## config.mk

```make
export PLATFORM = sky130hd
export DESIGN_NAME = rpdpe_ctrl
export DESIGN_NICKNAME = d
export VERILOG_FILES = /design/src/rtl/rpdpe_pkg.sv /design/src/rtl/rpdpe_ctrl.sv
export SDC_FILE = /design/constraint.sdc
export NUM_CORES = 1
export LEC_CHECK = 0
export BUFFER_PORTS_ARGS = -buffer_cell sky130_fd_sc_hd__buf_2
export CORE_MARGIN = 3
export CORE_UTILIZATION = 50
export DETAILED_ROUTE_END_ITERATION = 6
export HOLD_SLACK_MARGIN = 0.08
export MAX_ROUTING_LAYER = met4
export PLACE_DENSITY = 0.72
export SLEW_MARGIN = 20
export SYNTH_ARGS = -nofsm -noshare
export SYNTH_HDL_FRONTEND = slang
export SYNTH_SLANG_ARGS = --single-unit
```

## constraint.sdc

```tcl
create_clock -name i_clk -period 13.1 [get_ports i_clk]
set_input_delay 1.965 -clock i_clk [delete_from_list [all_inputs] [get_ports i_clk]]
set_output_delay 1.965 -clock i_clk [all_outputs]
set_load 0.005 [all_outputs]
```

## src/rtl/rpdpe_pkg.sv

```systemverilog
// Shared types and constants for the row pair dot product extremes block.
// Used by the controller, the datapath and the top level; depends on nothing.
`default_nettype none

package rpdpe_pkg;

    // Configuration port geometry
    localparam int CFG_W     = 6;
    localparam int CFG_IDX_W = 1;

    // Register indexes
    localparam logic [CFG_IDX_W-1:0] REG_ROW_COUNT = 1'b0;
    localparam logic [CFG_IDX_W-1:0] REG_COL_COUNT = 1'b1;

    // Commands from the controller to the datapath
    typedef struct packed {
        logic load_we;      // store the accepted element
        logic start;        // initialise address walk and extremes
        logic issue;        // read one element pair this cycle
        logic first_k;      // first column of the current pair
        logic last_k;       // last column of the current pair
        logic row_end;      // current pair has the last second row
        logic last_pair;    // current pair is the final one
        logic nopair_load;  // load a result that flags fewer than two rows
    } t_cmd;

    // Status from the datapath to the controller
    typedef struct packed {
        logic result_ready; // final extremes land in the result register
    } t_status;

endpackage

`default_nettype wire

```

## src/rtl/rpdpe_ctrl.sv

```systemverilog
// Controller: configuration registers, load counter, pair/column sequencer
// and result handshake. Depends on rpdpe_pkg.
`default_nettype none

module rpdpe_ctrl import rpdpe_pkg::*; #(
    parameter int MAX_ROWS = 32,
    parameter int MAX_COLS = 32,
    localparam int DEPTH = MAX_ROWS * MAX_COLS,
    localparam int AW    = $clog2(DEPTH),
    localparam int LCW   = $clog2(DEPTH + 1),
    localparam int RCW   = $clog2(MAX_ROWS + 1),
    localparam int CCW   = $clog2(MAX_COLS + 1),
    localparam int RIW   = $clog2(MAX_ROWS)
) (
    input  logic                 i_clk,
    input  logic                 i_rst_n,
    input  logic                 i_cfg_we,
    input  logic [CFG_IDX_W-1:0] i_cfg_idx,
    input  logic [CFG_W-1:0]     i_cfg_data,
    input  logic                 i_in_valid,
    output logic                 o_in_stall,
    output logic                 o_out_valid,
    input  logic                 i_out_stall,
    input  t_status              i_status,
    output t_cmd                 o_cmd,
    output logic [AW-1:0]        o_waddr,
    output logic [CCW-1:0]       o_cols,
    output logic [RIW-1:0]       o_pair_i,
    output logic [RIW-1:0]       o_pair_j
);

    typedef enum logic [2:0] {
        S_LOAD  = 3'b001,
        S_RUN   = 3'b010,
        S_DRAIN = 3'b100
    } t_state;

    t_state           r_state, n_state;
    logic [LCW-1:0]   r_load_count, n_load_count;
    logic             r_out_valid, n_out_valid;
    logic [CFG_W-1:0] r_row_count, n_row_count;
    logic [CFG_W-1:0] r_col_count, n_col_count;
    logic [RIW-1:0]   r_i, n_i;
    logic [RIW-1:0]   r_j, n_j;
    logic [CCW-1:0]   r_k, n_k;

    logic [RCW-1:0]   eff_rows;
    logic [CCW-1:0]   eff_cols;
    logic [LCW-1:0]   total;
    logic [LCW-1:0]   lc_inc;
    logic             completes;
    logic             accept_in;
    logic             k_last;
    logic             row_end;
    logic             last_pair;
    logic             enough_rows;

    // Clamp the configured geometry
    always_comb begin
        if (int'(r_row_count) > MAX_ROWS) begin
            eff_rows = RCW'(MAX_ROWS);
        end else begin
            eff_rows = RCW'(r_row_count);
        end
        if (r_col_count == '0) begin
            eff_cols = CCW'(1);
        end else if (int'(r_col_count) > MAX_COLS) begin
            eff_cols = CCW'(MAX_COLS);
        end else begin
            eff_cols = CCW'(r_col_count);
        end
    end

    assign total       = LCW'(eff_rows) * LCW'(eff_cols);
    assign lc_inc      = r_load_count + LCW'(1);
    assign completes   = (lc_inc >= total);
    assign enough_rows = (eff_rows >= RCW'(2));

    // Hold off every request outside loading, and a completing request while the previous result is still pending
    assign o_in_stall  = (r_state != S_LOAD) || (r_out_valid && completes);
    assign accept_in   = i_in_valid && !o_in_stall;
    assign o_out_valid = r_out_valid;

    // Sequencer position
    assign k_last    = (r_k == eff_cols - CCW'(1));
    assign row_end   = (RCW'(r_j) == eff_rows - RCW'(1));
    assign last_pair = row_end && (RCW'(r_i) == eff_rows - RCW'(2));

    // Drive datapath commands
    always_comb begin
        o_cmd.load_we     = accept_in;
        o_cmd.start       = accept_in && completes && enough_rows;
        o_cmd.nopair_load = accept_in && completes && !enough_rows;
        o_cmd.issue       = (r_state == S_RUN);
        o_cmd.first_k     = (r_k == '0);
        o_cmd.last_k      = k_last;
        o_cmd.row_end     = row_end;
        o_cmd.last_pair   = last_pair;
    end

    assign o_waddr  = r_load_count[AW-1:0];
    assign o_cols   = eff_cols;
    assign o_pair_i = r_i;
    assign o_pair_j = r_j;

    // Next state
    always_comb begin
        n_state      = r_state;
        n_load_count = r_load_count;
        n_out_valid  = r_out_valid;
        n_row_count  = r_row_count;
        n_col_count  = r_col_count;
        n_i          = r_i;
        n_j          = r_j;
        n_k          = r_k;

        // drop the result once taken
        if (r_out_valid && !i_out_stall) begin
            n_out_valid = 1'b0;
        end

        if (i_cfg_we) begin
            unique case (i_cfg_idx)
                REG_ROW_COUNT: n_row_count = i_cfg_data;
                REG_COL_COUNT: n_col_count = i_cfg_data;
                default: ;
            endcase
        end

        unique case (r_state)
            S_LOAD: begin
                if (accept_in) begin
                    if (completes) begin
                        n_load_count = '0;
                        if (enough_rows) begin
                            n_state = S_RUN;
                            n_i     = '0;
                            n_j     = RIW'(1);
                            n_k     = '0;
                        end else begin
                            n_out_valid = 1'b1;
                        end
                    end else begin
                        n_load_count = lc_inc;
                    end
                end
            end
            S_RUN: begin
                if (k_last) begin
                    n_k = '0;
                    if (row_end) begin
                        if (last_pair) begin
                            n_state = S_DRAIN;
                        end else begin
                            n_i = r_i + RIW'(1);
                            n_j = r_i + RIW'(1) + RIW'(1);
                        end
                    end else begin
                        n_j = r_j + RIW'(1);
                    end
                end else begin
                    n_k = r_k + CCW'(1);
                end
            end
            S_DRAIN: begin
                if (i_status.result_ready) begin
                    n_state     = S_LOAD;
                    n_out_valid = 1'b1;
                end
            end
            default: n_state = S_LOAD;
        endcase
    end

    // Registers
    always_ff @(posedge i_clk) begin
        if (!i_rst_n) begin
            r_state      <= S_LOAD;
            r_load_count <= '0;
            r_out_valid  <= 1'b0;
            r_row_count  <= '0;
            r_col_count  <= CFG_W'(1);
            r_i          <= '0;
            r_j          <= '0;
            r_k          <= '0;
        end else begin
            r_state      <= n_state;
            r_load_count <= n_load_count;
            r_out_valid  <= n_out_valid;
            r_row_count  <= n_row_count;
            r_col_count  <= n_col_count;
            r_i          <= n_i;
            r_j          <= n_j;
            r_k          <= n_k;
        end
    end

    // Checks
    a_ready_in_drain : assert property (@(posedge i_clk) disable iff (!i_rst_n)
        i_status.result_ready |-> (r_state == S_DRAIN))
        else $error("final extremes arrived outside the drain phase");

    a_out_free_in_run : assert property (@(posedge i_clk) disable iff (!i_rst_n)
        (r_state == S_RUN) |-> !r_out_valid)
        else $error("result pending while a matrix is being processed");

    a_pair_order : assert property (@(posedge i_clk) disable iff (!i_rst_n)
        (r_state == S_RUN) |-> ((r_j > r_i) && (r_k < eff_cols)))
        else $error("sequencer left the valid pair or column range");

    a_load_bound : assert property (@(posedge i_clk) disable iff (!i_rst_n)
        int'(r_load_count) < DEPTH)
        else $error("load counter ran past the store depth");

    a_drain_exit : assert property (@(posedge i_clk) disable iff (!i_rst_n)
        (r_state == S_DRAIN) |=> ((r_state == S_DRAIN) || (r_state == S_LOAD)))
        else $error("drain phase left for an unexpected state");

endmodule

`default_nettype wire

```

==> impl_metrics.ini <==
[clocking]
clk_pin_slew_ns = 0.10
cts_setup_buffers = 0
root_buffer = clkbuf_8
cts_made_buffers = 5
insertion_delay_ns = 0.31
postCtsHoldBufs = 0
h-tree-depth = 2
cts_tree = yes
clk_path_buf_depth = 2
cts.sinks = 43
cts_resized = 0

[synth]
ys_warn_count = 0
synth_cells = 554
netlist.top_cell.by_area = dfxtp_1
yosysMostFrequentCell = nor2_1
synth_area_um2 = 4450
synth_edf_count = 0
ys_top_cells_by_count = nor2_1 (72), nand2_1 (51), dfxtp_1 (43), ha_1 (40), inv_1 (38)
yosysTopAreaCellShare_pct = 19.3
ys_async_sr_fraction_pct = 0
syn_nets = 623
synth_ff_type = dfxtp_1
synth_area_leaders = dfxtp_1 (19%), ha_1 (11%), fa_1 (7.2%)
ys_types = 76
seq_area_frac_synth_pct = 19.3
ys_seq_elements = 43
syn_area_per_cell_um2 = 8.03

[critical_path]
required_ns = 11.14
reg2reg_to = o_pair_i[0]
critPathKind = reg -> out
cp_slowest_cell = dfxtp_1
crit_end = o_cmd[7]
r2r-start = r_row_count[5]
cp-start-kind = flop
crit_start = r_row_count[5]
critPathMaxFanout = 15
critPathMaxStageDelay_ns = 0.69
r2r_slack_ns = 6.59
cp-end-kind = output pin
arrival_ns = 6.40
crit_chain = inv_2 > nand2_1 > nor2_1 > fa_1 > inv_1 > fa_1 > fa_1 > inv_1 > ha_1 > a21oi_1 > nor2b_1 > o21a_1 > o21ai_0 > nand2_1 > ha_1 > and4_1 > o211ai_1 > o211a_1 > nor2_1 > a21o_1 > inv_1 > buf_2
ff2ff_path_depth = 24

[die]
start_util_pct = 52.8
rows = 33
die_area_um2 = 10100
die_h_um = 100
io_pins = 49
fp.coreArea_um2 = 8420
die-width_um = 100

[sta]
max_slew.worst_pin.slew_ns = 0.762
fmax_ghz = 0.120
period_share_pct = 63.9
fin_setup_tns_ns = 0
skew_ns = 0.00784
slew_violations = 0
finalSetupViolCount = 0
fin_crit_ns = 8.37
slew_headroom_pct = 49.0
hold_viol_final = 0
grt_setup_unrepaired = false
setup_slack_ns = 4.73
holdWs_ns = 0.519

[global_routing]
grt_max_degree = 37
grt_usage_pct = 22.3
grt_pass1_vias = 3664
gr-total-overflow = 0
antenna_found_initial = 0
grt_pass1_wl_um = 17700

[finish]
final_area_um2 = 4610
multi_input_area_um2 = 3120
area_growth_pct = 3.57
finalNetCount = 638
ff_latch_area_um2 = 861
drive_gt1_share_pct = 15.8
fill_cells = 816
antenna_cells = 0
fin_cells = 675

[placement]
place_inst = 667
dp_slack_ns = 5.10
globalplace.congestion = 0.965
place_area_um2 = 4520
portBuffers = 48
post-dp-hpwl_um = 8230

[detailed_routing]
drtIter0Drc = 225
drc = 0
dr.pass1.iters = 4
via_count = 3856
viasPerCell = 5.71
routed_wirelength_um = 10500
routedWlPerCell_um = 15.5
final_antenna_net_count = 0

[min_path]
hold_class = reg -> reg
hold_depth = 2

[pwr]
power_density_nw_per_um2 = 72.1
cellLeakagePower_nw = 2.12
ir_drop_mv = 0.0464

[job]
maxCapViolations = 0

[status]
status = complete, no violations
## metal layers
layer	GRT usage (%)	share of wire, %	vias to the layer above
li1	-	-	1903
met1	31.7	48	1841
met2	34.0	46	102
met3	2.43	4.8	10
met4	5.39	1.0	0
met5	-	0	-
## layout by cell type (no fill, tap or decap), types with 3 or more instances in the layout
cell type  count
a21o_1         6
nand3b_1       4
mux2_2         3
and4_1         3
nand2_1       51
a311oi_1       3
a21oi_1       37
fa_1          16
nand3_1       23
nand2b_1      13
nor3b_1        5
xor2_1        15
and3_1         5
nor3_1        14
inv_2          5
mux2i_1       14
nor2b_1        8
nor2_1        72
dfxtp_1       43
o21ai_0       13
inv_1         38
clkbuf_8       5
o21a_1         4
xnor2_1       21
ha_1          40
buf_2         48
## per-stage QoR
stage / utilization (%) / total power, W
3_5_place_dp: 53.6 / 0.000243
6_report: 54.7 / 0.000332
4_1_cts: 54.7 / 0.000335
3_3_place_gp: 53.6 / 0.000240
2_1_floorplan: - / 0.000222
5_1_grt: 54.7 / 0.000355
## worst max-delay path, delay by kind of cell, from the launching register on
| family | cells | cell delay (ns) |
|---|---|---|
| fa+ha+maj | 5 | 2.15 |
| compound gates | 6 | 1.45 |
| simple gates | 6 | 1.29 |
| flops | 1 | 0.69 |
| buf+inv | 5 | 0.50 |
## flip-flops by register name, indices dropped and copies added, names as in the netlist
name          cells
o_out_valid       1
o_pair_i          5
o_pair_j          5
r_k               6
r_row_count       6
r_col_count       6
r_state           3
r_load_count     11
## report_power, final
part / total (W) / switching (W) / internal (W) / leakage, nW
combinational: 0.0000958 / 0.0000575 / 0.0000384 / 1.73
sequential: 0.000145 / 0.00000917 / 0.000135 / 0.349
clock: 0.0000920 / 0.0000538 / 0.0000382 / 0.0408
## final cells by class
type / instances / area share, %
clock buffer: 5 / 1.49
clock inverter: 3 / 0.516
inverter: 44 / 3.64
multi-input combinational: 427 / 67.6
sequential: 43 / 18.7
tap: 105 / 2.85
timing repair buffer: 48 / 5.21
## worst min-delay path by stage
stage / to / slack (ns) / from
floorplan: r_load_count[1] / 0.46 / r_load_count[1]
global placement: r_load_count[10] / 0.49 / r_load_count[10]
detailed placement: r_load_count[1] / 0.51 / r_load_count[1]
CTS: r_load_count[1] / 0.52 / r_load_count[1]
global route: r_load_count[1] / 0.56 / r_load_count[1]
finish: r_load_count[1] / 0.52 / r_load_count[1]
## cell families after synthesis
kind of cell / Yosys count / share of synthesized area (%)
fa+ha+maj: 56 / 18.4
xor+xnor: 36 / 7.09
compound gates: 94 / 14.8
flops: 43 / 19.3
mux: 18 / 4.16
simple gates: 223 / 25.5
buf+inv: 84 / 10.6
Note: power is estimated with default switching activity, not from simulation.
